[src/rtl/cascaded_range_remap_macros.svh]
`ifndef CASCADED_RANGE_REMAP_MACROS_SVH
`define CASCADED_RANGE_REMAP_MACROS_SVH

// Checks that the consequent holds in the same cycle as the antecedent.
`define CRR_ASSERT_SAME(label, ante, cons) \
    label: assert property (@(posedge clk) disable iff (!rst_n) (ante) |-> (cons)) \
        else $error("remap check failed");

// Checks that the consequent holds in the cycle after the antecedent.
`define CRR_ASSERT_NEXT(label, ante, cons) \
    label: assert property (@(posedge clk) disable iff (!rst_n) (ante) |=> (cons)) \
        else $error("remap check failed");

`endif

[src/rtl/crr_match.sv]
module crr_match #(
    parameter int VALUE_BITS = 32
) (
    input  logic [VALUE_BITS-1:0] v,
    input  logic                  entry_valid,
    input  logic [VALUE_BITS-1:0] dest,
    input  logic [VALUE_BITS-1:0] src,
    input  logic [VALUE_BITS-1:0] span,
    output logic                  hit,
    output logic [VALUE_BITS-1:0] mapped
);

    logic [VALUE_BITS-1:0] offset;

    always_comb
    begin
        offset = v - src;
        hit    = entry_valid && (v >= src) && (offset < span);
        mapped = dest + offset;
    end

endmodule

[config.mk]
export PLATFORM = sky130hd
export DESIGN_NAME = crr_match
export DESIGN_NICKNAME = d
export VERILOG_FILES = /design/src/rtl/cascaded_range_remap_macros.svh /design/src/rtl/crr_match.sv
export SDC_FILE = /design/constraint.sdc
export NUM_CORES = 1
export LEC_CHECK = 0
export BUFFER_PORTS_ARGS = -buffer_cell sky130_fd_sc_hd__buf_2
export CAP_MARGIN = 20
export CORE_MARGIN = 4
export CORE_UTILIZATION = 40
export DETAILED_ROUTE_END_ITERATION = 8
export PLACE_DENSITY = 0.7
export SLEW_MARGIN = 20
export SYNTH_ARGS = -nofsm -noshare
export SYNTH_HDL_FRONTEND = slang
export SYNTH_SLANG_ARGS = --single-unit
export TNS_END_PERCENT = 100
[constraint.sdc]
create_clock -name vclk -period 3.91
set_input_delay 0.1955 -clock vclk [all_inputs]
set_output_delay 0.1955 -clock vclk [all_outputs]
set_load 0.02 [all_outputs]
* Yosys cells after proc, flatten, opt, wreduce, memory -nomap -nowiden
Index checks and enable logic that the tools add are counted.
Cells by class: divide/modulo/power cells 0, multiply operators 0, bitwise gates (word level) 0, shifts and indexed selects 0, reduce and logical (&&, ||, !) cells 2, order comparisons 2, muxes and demuxes 0, add/subtract/negate cells 2, eq/ne operators 0
Operators by type and width (number):
- $add A32 B32 Y32 | 1
- $ge A32 B32 Y1 | 1
- $lt A32 B32 Y1 | 1
- $sub A32 B32 Y32 | 1
- $logic_and A1 B1 Y1 | 2
Word-level totals: memories kept 0, memory bits (read-only) 0, input port bits 129, bits in latches 0, bits in registers 0, RAM bits 0

* Depth between registers and ports, before layout
Gate-level depths: netlist of run 1.
depth in word-level cells 3, mapped depth 21, gate-level depth less buffers 21

* Worst setup path after synthesis of run 1
OpenSTA, ideal clock, no wires.
path kind input port to output port, start in v[0], end out mapped[29], stages 20, arrival 4318 ps, slack -603 ps, cell sequence inv_1 > ha_1 > inv_1 > fa_1 > a21o_1 > a21o_1 > a31oi_1 > a211oi_1 > a211o_1 > a21oi_2 > nor4b_1 > a311o_1 > ha_1 > and3_1 > a41o_1 > nor2_1 > o21ai_0 > a21oi_1 > mux2_2 > nor3_1
On the way: cells in the longest elaborated chain, start to end 2
RTL lines:
- from (decl) | RTL line crr_match.sv:4 | input logic [VALUE_BITS-1:0] v,
- $sub A32 B32 Y32 | RTL line crr_match.sv:17 | offset = v - src;
- $add A32 B32 Y32 | RTL line crr_match.sv:19 | mapped = dest + offset;
- to (decl) | RTL line crr_match.sv:10 | output logic [VALUE_BITS-1:0] mapped
No other way between the ends.

* Worst setup path after layout of run 1
start in v[0], end out mapped[31]
Same word-level chain as after synthesis.

==> results.toml, run 1 <==
[place]
dp_slack_ns = -0.527
globalplace.congestion = 0.939
dpl_cell_area_um2 = 6590
placed_cells = 1060
port-buffer-count = 162
hpwl_um = 13900

[detailed_routing]
drt_iter0_drc = 284
vias_per_cell = 5.36
ant_nets = 0
dr.pass1.iters = 5
num_vias = 5840
wl_per_cell_um = 15.4
drc = 0
totalWireLength_um = 16700

[grt]
grt_max_degree = 10
overflow = 0
antenna_found_initial = 0
track_usage = 0.247
grt_pass1_vias = 5942
grt_pass1_wl_um = 26500

[sta]
rsz0062_at_grt = "true"
setup_slack_ns = -0.299
fmax_mhz = 238
timing.final.crit_share = 1.08
final-hold-violation-count = 0
timing.final.max_slew_violations = 0
setup_viol = 18
tightest_slew_ns = 0.647
max_slew_margin = 0.564
layout_min_cycle_time_ns = 4.21

[yosys]
synth_cell_type_count = 62
syn_nets = 823
avgSynthCellArea_um2 = 7.07
yosysWarnings = 0
ys_seq_area_frac = 0
syn_area_um2 = 4230
syn_inst = 598

[floorplan]
num_io_pins = 162
dieWidth_um = 111
core_area_um2 = 10300
start_util = 0.409
fp.dieH_um = 111
std_cell_rows = 37
dieArea_um2 = 12300

[power_and_ir_drop]
power.leakage_nw = 4.13
p_per_area_nw_per_um2 = 368
peakVddDrop_mv = 0.254
finalPower_w = 0.00274

[hold_path]
hp-start = "dest[0]"
hold_path_end = "mapped[0]"
min_path_cells = 3
holdCritPathClass = "primary input to primary output"

[worst_setup_path]
critPathCaptureType = "primary output"
startpoint_type = "primary input"
crit_required_ns = 3.71
crit_type = "primary input to primary output"
cp_max_fo = 4
cp_data_arrival_time_ns = 4.01

[final_layout]
drive_gt1_frac = 0.490
diodes = 0
nets = 1180
final_cells = 1089
synthToLayoutAreaGrowth_pct = 75.8
design_area_um2 = 7430
seqCellArea_um2 = 0
clock_buffers = 0
seq_cells = 0

[flow_run]
cap_violations = 0

[clock_tree]
hold_buffers = 0

[run_status]
outcome = "finished, violations left"
violations = "setup timing"
[layout by cell type, fill, tap and decap left out, types with 3 or more instances in the layout]
cell type    n
a211oi_1     7
a211oi_2     6
a21o_1      47
a21oi_1     34
a21oi_2     20
a311o_1      3
a31oi_1      4
a31oi_4      3
and2_1       4
and3_1       5
and3_4       5
buf_2      139
buf_4      210
buf_6       14
ha_1        85
ha_4         8
inv_1       88
nand2_1     32
nand3_1     10
nand4_1     11
nor2_1      36
nor2b_1      3
nor3_1       4
o2111ai_1    3
o211a_1      3
o21a_1       6
o21ai_0     17
o21ai_1      6
o21ai_2      6
o21ai_4      3
o21bai_1    10
o31ai_1      5
or2_2        3
or3_1        3
xnor2_1     19
xnor2_2     13
xor2_1      17
[logic make-up after synthesis]
| group | Yosys count | synth area share |
|---|---|---|
| and+or+nand+nor | 139 | 0.166 |
| adders and majority gates | 96 | 0.288 |
| xor gates and xnor gates | 51 | 0.107 |
| AOI/OAI and AO/OA | 213 | 0.348 |
| buffers and inverters | 98 | 0.0879 |
| muxes | 1 | 0.00266 |
[worst max-delay path by stage]
stage,startpoint,to,slack [ns],cells after the start
2_1_floorplan,v[0],mapped[29],-0.13,20
3_3_place_gp,v[0],mapped[29],-0.40,22
3_5_place_dp,src[14],mapped[29],-0.53,21
4_1_cts,v[0],mapped[29],-0.36,22
5_1_grt,src[9],mapped[29],-0.51,21
6_report,v[0],mapped[31],-0.30,23
[worst max-delay path, stage by stage]
cell and delay (ns):
buf_6 0.09, inv_4 0.04, ha_4 0.12, inv_2 0.03, fa_2 0.34, a21o_1 0.16, a21o_1 0.21, buf_4 0.15
buf_6 0.10, a21o_1 0.15, a21oi_2 0.17, xnor2_2 0.09, ha_2 0.18, or4_4 0.49, o21ai_4 0.11, nor4_4 0.07
a311o_1 0.37, a211oi_4 0.22, buf_6 0.16, a21oi_2 0.07, xnor2_2 0.20, xnor2_2 0.13, buf_4 0.15
[per-layer routing]
| layer | part of all wire | global-route usage | up-vias |
|---|---|---|---|
| li1 | - | - | 2893 |
| met1 | 0.42 | 0.302 | 2727 |
| met2 | 0.52 | 0.478 | 193 |
| met3 | 0.045 | 0.0169 | 27 |
| met4 | 0.014 | 0.0345 | 0 |
| met5 | 0 | 0 | - |
[per-stage QoR]
stage                     hold WS (ns)   util  TNS, ns
after floorplan                  0.543      -   -0.154
after CTS                        0.737  0.688    -3.15
after detailed placement         0.735  0.638    -6.01
after global routing             0.771  0.720    -6.47
final                            0.733  0.720    -3.17
after global placement           0.730  0.638    -4.52
[synthesized netlist by cell type (2+ instances only)]
cell	count	area, um^2
inv_1	90	338
a21o_1	47	353
o21ai_2	2	17.5
a21boi_0	4	30.0
o2111ai_1	4	35.0
and4_1	3	26.3
buf_2	3	15.0
clkbuf_1	5	18.8
nand4_1	11	68.8
a311o_1	3	30.0
o211a_1	3	30.0
o31ai_1	8	60.1
nor3_1	5	25.0
o21ai_0	27	135
or2_2	3	18.8
nand3_1	11	55.1
a41oi_1	2	17.5
xnor2_1	32	280
a21oi_1	52	260
a21oi_2	4	35.0
and3_1	10	62.6
nand2b_1	2	12.5
ha_1	94	1180
nand2_1	33	124
and2_1	4	25.0
o211ai_1	2	15.0
nor4_1	2	12.5
a31oi_1	7	43.8
o21a_1	6	45.0
or3_1	3	18.8
fa_1	2	40.0
o21ai_1	3	15.0
xor2_1	18	158
o21bai_1	11	82.6
nor2_1	39	146
nand3b_1	2	15.0
a211oi_1	13	97.6
nor2b_1	4	25.0
[where the power goes]
| part | switching, W | internal (W) | total, W | leakage, nW |
|---|---|---|---|---|
| Sequential | 0 | 0 | 0 | 0 |
| Combinational | 0.00137 | 0.00137 | 0.00274 | 4.13 |
| Clock | 0 | 0 | 0 | 0 |
| Total | 0.00137 | 0.00137 | 0.00274 | 4.13 |
[repair_timing]
item	CTS	global route
setup buffers	18	15
gates resized for setup	94	42
setup endpoints to repair	19	22
endpoints found under the hold margin	0	0
pin swaps	60	54
[area by class of cell]
cell class                 count  area (um^2)
fill                         808         2890
inverter                      90          340
multi-input combinational    500         4490
tap                          136          170
timing repair buffer         363         2430
Note: power is estimated with default switching activity, not from simulation.
==> run 2: changes to the inputs <==
==> constraint.sdc (replaced) <==
create_clock -name vclk -period 3.5
set_input_delay 0.175 -clock vclk [all_inputs]
set_output_delay 0.175 -clock vclk [all_outputs]
set_load 0.02 [all_outputs]
==> results.toml, run 2 (synthesis results as in run 1) <==
[run_status]
outcome = "finished, violations left"
violations = "setup timing"

[detailed_routing]
vias_per_cell = 5.23
wl_per_cell_um = 14.6
drt_iter0_drc = 247
num_vias = 5697
totalWireLength_um = 15900
drc = 0
dr.pass1.iters = 4
ant_nets = 0

[sta]
rsz0062_at_grt = "true"
layout_min_cycle_time_ns = 4.19
setup_viol = 22
tightest_slew_ns = 0.490
fmax_mhz = 239
final-hold-violation-count = 0
max_slew_margin = 0.670
setup_slack_ns = -0.693
timing.final.max_slew_violations = 0
timing.final.crit_share = 1.20

[hold_path]
hold_path_end = "mapped[0]"
hp-start = "dest[0]"
holdCritPathClass = "primary input to primary output"
min_path_cells = 3

[final_layout]
seqCellArea_um2 = 0
fillers = 806
design_area_um2 = 7470
final_common_cell = "buf_4"
synthToLayoutAreaGrowth_pct = 76.8
multi_input_area_um2 = 4530
diodes = 0
seq_cells = 0
nets = 1180
mostFrequentLayoutCells = "216 x buf_4, 138 x buf_2, 88 x inv_1, 86 x ha_1, 47 x a21o_1"
drive_gt1_frac = 0.505
clock_buffers = 0

[floorplan]
dieArea_um2 = 12300
fp.dieH_um = 111
start_util = 0.409
std_cell_rows = 37
dieWidth_um = 111
core_area_um2 = 10300
num_io_pins = 162

[power_and_ir_drop]
power.leakage_nw = 4.16
peakVddDrop_mv = 0.278
finalPower_w = 0.00303
p_per_area_nw_per_um2 = 406

[grt]
grt_max_degree = 8
grt_pass1_vias = 5852
antenna_found_initial = 0
overflow = 0
track_usage = 0.240
grt_pass1_wl_um = 25900

[worst_setup_path]
crit_required_ns = 3.32
cp_slowest_cell = "or4b_4"
cp_max_fo = 3
crit_family = "compound AO/OA/AOI/OAI gates"
critPathCaptureType = "primary output"
crit_type = "primary input to primary output"
cp_common_cell = "a21oi_2"
cp_data_arrival_time_ns = 4.02
path_cells = "buf_8 -> inv_12 -> ha_4 -> inv_2 -> fa_2 -> a21o_1 -> a21o_1 -> a31oi_1 -> o211ai_1 -> a21oi_2 -> o21bai_1 -> a21oi_2 -> xnor2_2 -> ha_1 -> o21ai_1 -> o21a_1 -> o21ai_2 -> a311oi_2 -> o21ai_1 -> a21oi_2 -> or4b_4 -> o2111ai_4 -> buf_6"
worst-path-buf-inv = 4
startpoint_type = "primary input"
slowest_delay_ns = 0.53

[place]
globalplace.congestion = 0.922
dpl_cell_area_um2 = 6770
hpwl_um = 13700
port-buffer-count = 162

[flow_run]
cap_violations = 0
run 2: area by class of cell:
cell class,instances,area share
inverter,90,0.0469
multi-input combinational,500,0.607
tap,136,0.0228
timing repair buffer,363,0.324
run 2: worst min-delay path: stages:
cell and delay, ns:
buf_2 0.08, ha_1 0.12, buf_2 0.16
run 2: what timing repair did:
item	4_1_cts	5_1_grt
setup buffers	11	8
gates resized for setup	87	40
pin swaps	66	35
hold buffers	0	0
endpoints found under the setup margin	23	25
gates cloned	0	0
run 2: report_power, final:
part | switching (W) | internal, W | total, W
logic | 0.00151 | 0.00152 | 0.00303
registers | 0 | 0 | 0
clock network | 0 | 0 | 0
run 2: metal layers:
metal | GRT usage | part of all wire | wire length [um]
met5 | 0 | 0 | 0
met3 | 0.0197 | 0.039 | 614
met1 | 0.296 | 0.43 | 6770
met2 | 0.454 | 0.52 | 8260
met4 | 0.0419 | 0.017 | 271
run 2: worst max-delay path by stage:
stage	cells after the start	end	startpoint
after floorplan	19	mapped[29]	src[9]
after global placement	23	mapped[31]	v[0]
after detailed placement	22	mapped[25]	v[0]
after CTS	23	mapped[21]	v[0]
after global routing	23	mapped[21]	v[0]
final	23	mapped[21]	v[0]
run 2: per-stage QoR:
| stage | setup slack, ns | util | hold WS, ns | instances | TNS (ns) |
|---|---|---|---|---|---|
| 2_1_floorplan | -0.418 | - | 0.489 | 598 | -3.35 |
| 3_3_place_gp | -0.816 | 0.656 | 0.688 | 1074 | -12.12 |
| 3_5_place_dp | -0.932 | 0.656 | 0.705 | 1074 | -13.92 |
| 4_1_cts | -0.699 | 0.698 | 0.705 | 1083 | -9.93 |
| 5_1_grt | -0.890 | 0.724 | 0.720 | 1089 | -13.86 |
| 6_report | -0.693 | 0.724 | 0.701 | 1089 | -9.88 |
